--- src/hw/rtl/bclip_pkg.sv ---
// Shared types, sizes and action codes for the box clipper.
// No dependencies.
package bclip_pkg;

  localparam int MAX_LIMITS = 16;
  localparam int FRAC_BITS  = 8;
  localparam int COORD_W    = 32;
  localparam int LIMIT_IDX_W = (MAX_LIMITS > 1) ? $clog2(MAX_LIMITS) : 1;
  localparam int CNT_W      = 5;

  localparam logic [COORD_W-1:0] FRAC_MASK = COORD_W'((64'd1 << FRAC_BITS) - 64'd1);

  localparam logic [1:0] ACT_ADD   = 2'd0;
  localparam logic [1:0] ACT_LIMIT = 2'd1;
  localparam logic [1:0] ACT_CLEAR = 2'd2;

  typedef logic signed [COORD_W-1:0] coord_t;

  typedef struct packed {
    coord_t ax;
    coord_t ay;
    coord_t bx;
    coord_t by;
  } box_t;

  typedef struct packed {
    coord_t left;
    coord_t top;
    coord_t right;
    coord_t bottom;
  } limit_t;

  // clip result handed from the clip unit to the sequencer
  typedef struct packed {
    logic hit;
    box_t box;
  } clip_res_t;

  function automatic logic is_whole(input coord_t v);
    return (v & FRAC_MASK) == '0;
  endfunction

endpackage

--- src/hw/rtl/bclip_ram.sv ---
// Generic single-write, single-read RAM with registered read data.
// No dependencies.
module bclip_ram #(
  parameter int WIDTH  = 32,
  parameter int DEPTH  = 16,
  parameter int ADDR_W = (DEPTH > 1) ? $clog2(DEPTH) : 1
) (
  input  logic              clk,
  input  logic              we,
  input  logic [ADDR_W-1:0] waddr,
  input  logic [WIDTH-1:0]  wdata,
  input  logic [ADDR_W-1:0] raddr,
  output logic [WIDTH-1:0]  rdata
);

  logic [WIDTH-1:0] mem [DEPTH];

  // write port
  always_ff @(posedge clk) begin
    if (we) begin
      mem[waddr] <= wdata;
    end
  end

  // registered read port
  always_ff @(posedge clk) begin
    rdata <= mem[raddr];
  end

endmodule

--- src/hw/rtl/bclip_clip.sv ---
// Intersects an ordered box with one limit rectangle and restores winding.
// Depends on bclip_pkg.
module bclip_clip (
  input  bclip_pkg::box_t      ordered,
  input  logic                 rev,
  input  bclip_pkg::limit_t    lim,
  output bclip_pkg::clip_res_t res
);
  import bclip_pkg::*;

  coord_t cx1, cy1, cx2, cy2;

  // max of lower edges, min of upper edges
  always_comb begin
    cx1 = (ordered.ax < lim.left)   ? lim.left   : ordered.ax;
    cy1 = (ordered.ay < lim.top)    ? lim.top    : ordered.ay;
    cx2 = (ordered.bx > lim.right)  ? lim.right  : ordered.bx;
    cy2 = (ordered.by > lim.bottom) ? lim.bottom : ordered.by;
  end

  // empty check and x re-swap for odd winding parity
  always_comb begin
    res.hit    = (cy2 > cy1) && (cx2 > cx1);
    res.box.ay = cy1;
    res.box.by = cy2;
    res.box.ax = rev ? cx2 : cx1;
    res.box.bx = rev ? cx1 : cx2;
  end

endmodule

--- src/hw/rtl/box_clip_against_limit_set_top.sv ---
// Box clipper top level: command port, limit table RAM, clip sequencer.
// Depends on bclip_pkg, bclip_ram and bclip_clip.
//
//  channel | handshake            | payload
//  --------+----------------------+-----------------------------------------
//  command | start, busy          | action, entry_index, corner_*, snap_to_pixel
//  result  | strobe (no stall)    | out_*, last_of_run, all_aligned, stored_count
//  config  | cfg_valid, cfg_ready | cfg_data (limit count)
//
// Limit writes, clears, unused actions and dropped adds complete from idle; busy stays low.
// An add with limits in use does one RAM read and one clip for each of
// min(limit_count, MAX_LIMITS) entries, then a flush of the held result; with none,
// only the flush. One result is held back so the last one can be flagged.
// Reset: synchronous rst clears control, count (0) and aligned flag (1);
// the limit table is not cleared. The result side cannot stall.
module box_clip_against_limit_set_top (
  input  logic                      clk,
  input  logic                      rst,
  input  logic                      start,
  output logic                      busy,
  input  logic [1:0]                action,
  input  logic [3:0]                entry_index,
  input  bclip_pkg::coord_t         corner_ax,
  input  bclip_pkg::coord_t         corner_ay,
  input  bclip_pkg::coord_t         corner_bx,
  input  bclip_pkg::coord_t         corner_by,
  input  logic                      snap_to_pixel,
  output logic                      strobe,
  output bclip_pkg::coord_t         out_ax,
  output bclip_pkg::coord_t         out_ay,
  output bclip_pkg::coord_t         out_bx,
  output bclip_pkg::coord_t         out_by,
  output logic                      last_of_run,
  output logic                      all_aligned,
  output logic [31:0]               stored_count,
  input  logic                      cfg_valid,
  output logic                      cfg_ready,
  input  logic [bclip_pkg::CNT_W-1:0] cfg_data
);
  import bclip_pkg::*;

  typedef enum logic [2:0] {
    ST_IDLE  = 3'b001,
    ST_RUN   = 3'b010,
    ST_FLUSH = 3'b100
  } state_t;

  state_t state;

  logic [CNT_W-1:0]       limit_count;
  logic [31:0]            box_total;
  logic                   aligned_flag;

  logic [LIMIT_IDX_W-1:0] proc_idx;
  logic [LIMIT_IDX_W-1:0] last_idx;
  box_t                   ordered;
  logic                   rev;

  // held result, emitted once the next one or the end is known
  box_t                   pend_box;
  logic                   pend_valid;
  logic                   pend_aligned;
  logic [31:0]            pend_count;

  logic                   accept;
  box_t                   in_box;
  logic                   degen;
  logic                   no_limits;
  logic [CNT_W-1:0]       used;
  box_t                   ord_next;
  logic                   rev_next;

  logic                   ram_we;
  logic [LIMIT_IDX_W-1:0] ram_raddr;
  limit_t                 ram_wdata;
  limit_t                 ram_rdata;
  clip_res_t              clip;

  logic [31:0]            total_inc;
  logic                   store_aligned;
  box_t                   store_box;

  assign accept    = start && !busy;
  assign busy      = (state != ST_IDLE);
  assign cfg_ready = 1'b1;

  // optional snap to whole pixels
  always_comb begin
    in_box.ax = snap_to_pixel ? (corner_ax & ~FRAC_MASK) : corner_ax;
    in_box.ay = snap_to_pixel ? (corner_ay & ~FRAC_MASK) : corner_ay;
    in_box.bx = snap_to_pixel ? (corner_bx & ~FRAC_MASK) : corner_bx;
    in_box.by = snap_to_pixel ? (corner_by & ~FRAC_MASK) : corner_by;
  end

  assign degen     = (in_box.ay == in_box.by) || (in_box.ax == in_box.bx);
  assign no_limits = (limit_count == '0);
  assign used      = (32'(limit_count) > MAX_LIMITS) ? CNT_W'(MAX_LIMITS) : limit_count;

  // normalize corners, tracking swap parity
  always_comb begin
    ord_next.ax = (in_box.ax < in_box.bx) ? in_box.ax : in_box.bx;
    ord_next.bx = (in_box.ax < in_box.bx) ? in_box.bx : in_box.ax;
    ord_next.ay = (in_box.ay < in_box.by) ? in_box.ay : in_box.by;
    ord_next.by = (in_box.ay < in_box.by) ? in_box.by : in_box.ay;
    rev_next    = (in_box.ax >= in_box.bx) ^ (in_box.ay >= in_box.by);
  end

  // limit table
  assign ram_we           = accept && (action == ACT_LIMIT) && (32'(entry_index) < MAX_LIMITS);
  assign ram_wdata.left   = corner_ax;
  assign ram_wdata.top    = corner_ay;
  assign ram_wdata.right  = corner_bx;
  assign ram_wdata.bottom = corner_by;
  assign ram_raddr        = (state == ST_RUN) ? (proc_idx + 1'b1) : '0;

  bclip_ram #(
    .WIDTH ($bits(limit_t)),
    .DEPTH (MAX_LIMITS)
  ) u_limits (
    .clk   (clk),
    .we    (ram_we),
    .waddr (LIMIT_IDX_W'(entry_index)),
    .wdata (ram_wdata),
    .raddr (ram_raddr),
    .rdata (ram_rdata)
  );

  bclip_clip u_clip (
    .ordered (ordered),
    .rev     (rev),
    .lim     (ram_rdata),
    .res     (clip)
  );

  // box being stored this cycle: pass-through in idle, clip result in run
  assign store_box     = (state == ST_RUN) ? clip.box : in_box;
  assign total_inc     = (box_total == 32'hFFFF_FFFF) ? box_total : box_total + 32'd1;
  assign store_aligned = aligned_flag && is_whole(store_box.ax) && is_whole(store_box.ay)
                         && is_whole(store_box.bx) && is_whole(store_box.by);

  // config register
  always_ff @(posedge clk) begin
    if (rst) begin
      limit_count <= '0;
    end else if (cfg_valid && cfg_ready) begin
      limit_count <= cfg_data;
    end
  end

  // sequencer, running totals and held result
  always_ff @(posedge clk) begin
    if (rst) begin
      state        <= ST_IDLE;
      box_total    <= '0;
      aligned_flag <= 1'b1;
      pend_valid   <= 1'b0;
      strobe       <= 1'b0;
    end else begin
      case (state)
        ST_IDLE: begin
          strobe <= 1'b0;
          if (accept) begin
            case (action)
              ACT_ADD: begin
                if (!degen) begin
                  if (no_limits) begin
                    pend_box     <= in_box;
                    pend_valid   <= 1'b1;
                    pend_count   <= total_inc;
                    pend_aligned <= store_aligned;
                    box_total    <= total_inc;
                    aligned_flag <= store_aligned;
                    state        <= ST_FLUSH;
                  end else begin
                    ordered  <= ord_next;
                    rev      <= rev_next;
                    proc_idx <= '0;
                    last_idx <= LIMIT_IDX_W'(used - 1'b1);
                    state    <= ST_RUN;
                  end
                end
              end
              ACT_CLEAR: begin
                box_total    <= '0;
                aligned_flag <= 1'b1;
              end
              default: begin
              end
            endcase
          end
        end
        ST_RUN: begin
          strobe <= clip.hit && pend_valid;
          if (clip.hit) begin
            // release the previous hit, hold the new one
            if (pend_valid) begin
              out_ax       <= pend_box.ax;
              out_ay       <= pend_box.ay;
              out_bx       <= pend_box.bx;
              out_by       <= pend_box.by;
              last_of_run  <= 1'b0;
              all_aligned  <= pend_aligned;
              stored_count <= pend_count;
            end
            pend_box     <= clip.box;
            pend_valid   <= 1'b1;
            pend_count   <= total_inc;
            pend_aligned <= store_aligned;
            box_total    <= total_inc;
            aligned_flag <= store_aligned;
          end
          proc_idx <= proc_idx + 1'b1;
          if (proc_idx == last_idx) begin
            state <= ST_FLUSH;
          end
        end
        ST_FLUSH: begin
          strobe <= pend_valid;
          if (pend_valid) begin
            out_ax       <= pend_box.ax;
            out_ay       <= pend_box.ay;
            out_bx       <= pend_box.bx;
            out_by       <= pend_box.by;
            last_of_run  <= 1'b1;
            all_aligned  <= pend_aligned;
            stored_count <= pend_count;
          end
          pend_valid <= 1'b0;
          state      <= ST_IDLE;
        end
        default: begin
          strobe <= 1'b0;
          state  <= ST_IDLE;
        end
      endcase
    end
  end

endmodule

--- config.mk ---
export PLATFORM = sky130hd
export DESIGN_NAME = box_clip_against_limit_set_top
export DESIGN_NICKNAME = d
export VERILOG_FILES = /design/src/hw/rtl/bclip_pkg.sv /design/src/hw/rtl/bclip_ram.sv /design/src/hw/rtl/bclip_clip.sv /design/src/hw/rtl/box_clip_against_limit_set_top.sv
export SDC_FILE = /design/constraint.sdc
export NUM_CORES = 2
export LEC_CHECK = 0
export BUFFER_PORTS_ARGS = -buffer_cell sky130_fd_sc_hd__buf_4
export CAP_MARGIN = 10
export CORE_MARGIN = 2
export CORE_UTILIZATION = 47
export CTS_CLUSTER_SIZE = 12
export DETAILED_ROUTE_END_ITERATION = 12
export MAX_ROUTING_LAYER = met4
export PLACE_DENSITY = 0.68
export SLEW_MARGIN = 15
export SYNTH_ARGS = -nofsm -noshare
export SYNTH_HDL_FRONTEND = slang
export SYNTH_SLANG_ARGS = --single-unit
--- constraint.sdc ---
create_clock -name clk -period 20 [get_ports clk]
set_input_delay 4 -clock clk [delete_from_list [all_inputs] [get_ports clk]]
set_output_delay 4 -clock clk [all_outputs]
set_load 0.1 [all_outputs]
# Word-level counts from Yosys, hierarchy flattened
# Memory sizes are Yosys's and may differ from the RTL's. A register that Yosys moved wholly into a read port is not among the register bits.
# Cells that the tools add are included.
dict set report op_classes {
  n_addsub 3
  n_lt_le_gt_ge 11
  n_eq_ne 22
  mux 84
  bitwise 4
  n_reduce_logical 27
}
# operator n
set op_table {}
lappend op_table {{32-bit 2-to-1 mux} 27}
lappend op_table {{128-bit 2-to-1 mux} 5}
lappend op_table {{32-bit one-hot mux with 2 select lines} 8}
lappend op_table {{128-bit one-hot mux with 2 select lines} 1}
lappend op_table {{32-bit > comparator} 4}
lappend op_table {{32-bit zero test} 4}
lappend op_table {{32-bit less-than comparator} 4}
lappend op_table {{104-bit 2-to-1 mux} 1}
lappend op_table {{32-bit equality test} 2}
lappend op_table {{32-bit greater-or-equal comparator} 2}
lappend op_table {{32-bit by 1-bit adder with 32-bit output, second input constant} 1}
lappend op_table {{32-bit equality test, second input constant} 1}
lappend op_table {{8-bit 2-to-1 mux} 4}
lappend op_table {{4-bit 2-to-1 mux} 6}
lappend op_table {{6-bit AND reduction} 4}
lappend op_table {{1-bit 2-to-1 mux} 18}
lappend op_table {{3-bit 2-to-1 mux} 5}
lappend op_table {{2-bit inequality test, second input constant} 7}
lappend op_table {{1-bit one-hot mux with 2 select lines} 6}
lappend op_table {{1-bit logical AND} 8}
lappend op_table {{4-bit one-hot mux with 2 select lines} 1}
lappend op_table {{7-bit AND reduction} 1}
lappend op_table {{3-bit by 1-bit inequality test with 1-bit output, second input constant} 2}
lappend op_table {{3-bit inequality test, second input constant} 2}
lappend op_table {{23 further kinds} 27}
dict set report totals {
  ff_bits 503
  ram_bits 2048
  in_bits 144
  output_inout_bits 165
  wordCells 178
  mem_count 1
}
# memory words word_bits rd rd_clocked_by_memory_dff write_ports line_no
set memory_table {}
lappend memory_table {u_limits.mem 16 128 1 1 1 bclip_ram.sv:16} ;# logic [WIDTH-1:0] mem [DEPTH];

# Longest topological paths before layout
dict set report depth {
  word_depth 14
  depth_mapped 26
  ltp_nobuf 22
}

# By module
# Synthesis repeated with hierarchy kept, for this count alone.
dict set report unflattened {
  cells_unflattened 5799
  area_unflattened_um2 108053.6
}
# module n_inst cells_each area_each_um2 seq_area_each_um2
set by_module_without_submodules {}
lappend by_module_without_submodules {bclip_ram 1 3354 79460.0 64061.4}
lappend by_module_without_submodules {box_clip_against_limit_set_top 1 1560 21450.6 14674.1}
lappend by_module_without_submodules {bclip_clip 1 885 7143.1 0.0}

# Worst setup path after synthesis
# OpenSTA, ideal clock, no wires.
dict set report synth_path {
  kind {in2reg}
  startpoint {input port snap_to_pixel}
  endpoint {register last_idx[0] (enable)}
  setup_ns 0.951
  arrival_ns 17.889
  required_time_ns 19.049
  setup_slack_ns 1.160
  stages 12
  n_path_buf 2
  cell_sequence {clkbuf_1 -> clkbuf_1 -> nand2b_1 -> inv_1 -> ha_1 -> nand4_1 -> nor2_1 -> nand3_1 -> nand2_1 -> nor3_1 -> nand2_1 -> nor4_1}
}
dict set report synth_between {
  elab_chain_cells 5
  elab_cells_between_ends 9
  cone_classes {eq/ne (2); mux (4); bitwise (1); reduce/logical (2)}
}
# element line_no
set synth_rtl {}
lappend synth_rtl {{start: declaration} box_clip_against_limit_set_top.sv:27} ;# input logic snap_to_pixel,
lappend synth_rtl {{8-bit 2-to-1 mux, on equally long branches} --}
lappend synth_rtl {{32-bit equality test} box_clip_against_limit_set_top.sv:95} ;# assign degen = (in_box.ay == in_box.by) || (in_box.ax == in_box.bx);
lappend synth_rtl {{1-bit logical OR *} box_clip_against_limit_set_top.sv:95}
lappend synth_rtl {{1-bit NOT (no source line) *} --}
lappend synth_rtl {{6-bit AND reduction (no source line) *} --}
lappend synth_rtl {{end signal: assignment} box_clip_against_limit_set_top.sv:178} ;# last_idx <= LIMIT_IDX_W'(used - 1'b1);
lappend synth_rtl {{end: declaration} box_clip_against_limit_set_top.sv:55} ;# logic [LIMIT_IDX_W-1:0] last_idx;
# Every way passes the cells marked *; elsewhere a longest branch is shown, timed or not.
# A chain may end at the register's enable or synchronous reset.

# Worst setup path after layout
dict set report layout_path {
  startpoint {register u_limits.rdata[111], read port of u_limits.mem}
  endpoint {register pend_box[0] (netlist bit) (enable)}
}
dict set report layout_between {
  elab_chain_cells 6
}
# element line_no
set layout_rtl {}
lappend layout_rtl {{start: declaration} bclip_ram.sv:13} ;# output logic [WIDTH-1:0] rdata
lappend layout_rtl {{32-bit less-than comparator} bclip_clip.sv:15} ;# cx1 = (ordered.ax < lim.left) ? lim.left : ordered.ax;
lappend layout_rtl {{32-bit 2-to-1 mux *} bclip_clip.sv:15}
lappend layout_rtl {{32-bit > comparator *} bclip_clip.sv:23} ;# res.hit = (cy2 > cy1) && (cx2 > cx1);
lappend layout_rtl {{1-bit logical AND *} bclip_clip.sv:23}
lappend layout_rtl {{2-bit inequality test (no source line) *} --}
lappend layout_rtl {{7-bit AND reduction (no source line) *} --}
lappend layout_rtl {{end signal: assignment} box_clip_against_limit_set_top.sv:167} ;# pend_box <= in_box;
lappend layout_rtl {{end signal: assignment} box_clip_against_limit_set_top.sv:205} ;# pend_box <= clip.box;
lappend layout_rtl {{end: declaration} box_clip_against_limit_set_top.sv:60} ;# box_t pend_box;
# Marked as above.

==> results.yml <==
die:
  dieArea_sq_um: 239800
  die_x_microns: 489.7
  initial_core_util: 0.4720
  ios: 309
  fp.dieH_microns: 489.7
  num_rows: 178
  coreArea_sq_um: 235000
clock_tree:
  cts_made_buffers: 299
  cts.path.max_buffers: 4
  cts_resized: 0
  cts_setup_buffers: 0
  cts_root_buf: "clkbuf_16"
  cts_sinks: 2679
  cts-htree-levels: 5
  clk_latency_ns: 0.95
  hold_buffers: 0
  path_clk_slew_ns: 0.06
  cts_tree: "done"
worst_setup_path:
  max_stage_delay_ns: 0.88
  arrival_ns: 9.42
  cpMostUsedCell: "buf_4"
  path_buf_inv: 5
  required_ns: 20.52
  start_kind: "register"
  end_kind: "register"
  critPathKind: "register to register"
  critical-path-top-delay-family: "simple AND/OR/NAND/NOR gates"
  slowest_stage: "buf_4"
  crit_chain: "inv_1 -> ha_1 -> nand4_1 -> nor3_1 -> or4b_1 -> a31oi_4 -> o21a_2 -> buf_4 -> mux2i_1 -> ha_1 -> nand4_1 -> nor2_1 -> o211ai_1 -> o22ai_1 -> o21ai_1 -> nand3_1 -> o211ai_1 -> o22ai_1 -> buf_4 -> nor2b_4 -> buf_4 -> buf_4"
  crit_fanout: 76
logic_synthesis:
  synth_edf_count: 2508
  async_reset_ff_frac: 0
  syn_area_sq_um: 110900
  synthCells: 8144
  ys_ff_latch: 2679
  yosysWarnings: 0
  ys_seq_area_frac: 0.7100
  synth.area.top_cells: "edfxtp_1 68%, nand2_1 5.3%, dfxtp_1 3.1%"
  dominantRegCellSynth: "edfxtp_1"
  yosysTopAreaCellShare: 0.6791
  yosys.area.top_type: "edfxtp_1"
  synth_area_per_cell_sq_um: 13.62
  syn_nets: 8545
  ys_types: 78
layout:
  stdcell_count: 11775
  nNetsFinal: 8778
  stdcell_area_sq_um: 125600
  finalCoreUtilization: 0.5346
  drive_gt1_frac: 0.1087
  syn_to_final_growth_pct: 13.28
placement:
  placed_cell_area_sq_um: 116600
  io_buffer_count: 307
  place_congestion: 1.036
  placed_cells: 11225
  dp_hpwl_mm: 204.4
  preCtsSetupSlack_ns: 10.64
global_route:
  grt_pass1_vias: 66855
  grt_max_degree: 162
  grt_pass1_wl_mm: 478.3
  grt_overflow_total: 0
  grt_usage: 0.2853
  antenna_found_initial: 65
timing:
  fmax_mhz: 112.4
  finalSetupTns_ns: 0
  layout_min_cycle_time_ns: 8.900
  worstMarginPinSlew_ns: 1.163
  skew_ns: 0.07100
  finalSetupViolCount: 0
  maxSlewHeadroom: 0.2244
  rsz0062_at_grt: "no"
  worst_slack_ns: 11.10
  finalHoldViolCount: 0
  holdWs_ns: 0.4137
  fin_crit_sh: 0.4450
  report.final.slew_viol_count: 0
power:
  worst_ir_drop_vdd_mv: 0.08086
  power_leakage_nw: 43.46
  p_per_area_nw_per_um2: 93.37
  power.total_mw: 11.73
detailed_routing:
  detail-route-antenna-nets: 0
  wl_mm: 338.2
  drt_iter0_markers: 9586
  wl_per_cell_microns: 28.73
  vias: 71407
  drc: 0
  viasPerCell: 6.064
  drtPass1Iterations: 6
outcome:
  status: "complete, no violations"
min_path:
  hold_class: "register to register"
run:
  cap_violations: 0
[power breakdown]
group	internal [mW]	switching [mW]
Sequential	6.16	0.0171
Combinational	0.150	0.350
Clock	2.93	2.12
[layer usage]
metal / wire [microns] / GRT usage / up-vias
met5: 0 / - / -
met4: 16090 / 0.1268 / 0
met3: 31760 / 0.04988 / 684
met2: 156900 / 0.4355 / 3816
met1: 133500 / 0.3759 / 35600
li1: - / - / 31307
[placed cells by master, fill, tap and decap left out, types with 273 or more instances in the layout]
cell type and instances:
edfxtp_1 2508, nand2_1 1556, buf_4 410, a311oi_1 386
mux2i_1 328, nand3_1 313, clkbuf_16 301, a21oi_1 290
a211oi_1 277, nor2b_1 273
[final cells by class]
| class | count | area, sq um |
|---|---|---|
| inverter | 228 | 870.8 |
| clock buffer | 440 | 8304 |
| tap | 3150 | 3941 |
| multi-input combinational | 4739 | 29650 |
| fill | 18939 | 109300 |
| sequential | 2679 | 78740 |
| antenna | 41 | 102.6 |
| clock inverter | 68 | 525.5 |
| timing repair buffer | 430 | 3486 |
[registers in the layout, indices dropped and copies added (netlist names), 3 cells and up]
signal          flops
pend_box          128
limit_count         5
stored_count       32
u_limits.mem     2048
out_ay             32
pend_count         32
proc_idx            4
box_total          32
out_by             32
ordered           128
out_bx             32
out_ax             32
state               3
u_limits.rdata    128
last_idx            4
[cell families (layout without fill, tap and decap cells)]
family / Yosys count / in the layout / share of synthesized area
xor+xnor: 41 / 41 / 0.003238
fa+ha+maj: 257 / 257 / 0.02900
buf+inv: 726 / 1166 / 0.02480
flops: 2679 / 2679 / 0.7100
simple gates: 2508 / 2508 / 0.1004
compound gates: 1530 / 1530 / 0.09543
mux: 402 / 402 / 0.03712
other cells: 1 / 42 / 0.00003382
[cells in the mapped netlist, types with 5 or more instances]
cell / n
nor3b_1: 7
o211a_1: 9
dfxtp_1: 171
ha_1: 257
o22ai_1: 5
a22oi_1: 6
o21ai_0: 226
mux2i_1: 328
o211ai_1: 48
nand4_1: 57
nand2_1: 1559
a2111oi_0: 5
a31oi_1: 142
edfxtp_1: 2508
or2_2: 10
xnor2_1: 28
nand2b_1: 50
nor4_1: 22
and3_1: 5
a211oi_1: 277
clkbuf_1: 464
inv_1: 225
buf_1: 26
mux2_2: 74
a211o_1: 6
o21a_1: 23
a311oi_1: 386
xor2_1: 13
o21ai_1: 7
and2_1: 5
nand3_1: 313
nor2_1: 129
or3_1: 6
a21boi_0: 7
a21o_1: 47
or2_0: 13
nor3_1: 31
buf_2: 5
nor2b_1: 274
and4_1: 6
o221ai_1: 6
o21bai_1: 5
a21oi_1: 291
[final timing paths]
| path | endpoint | slack (ns) | cells past startpoint | startpoint |
|---|---|---|---|---|
| worst max register to register | pend_box[0]$_DFFE_PP_ | 11.10 | 22 | u_limits.rdata[111]$_DFF_P_ |
| worst min register to register | out_ax[14]$_DFFE_PP_ | 0.41 | 0 | pend_box[110]$_DFFE_PP_ |
| worst max-delay path | pend_box[0]$_DFFE_PP_ | 11.10 | 22 | u_limits.rdata[111]$_DFF_P_ |
| worst min-delay path | out_ax[14]$_DFFE_PP_ | 0.41 | 0 | pend_box[110]$_DFFE_PP_ |
Power figures use the tool's default switching activity.
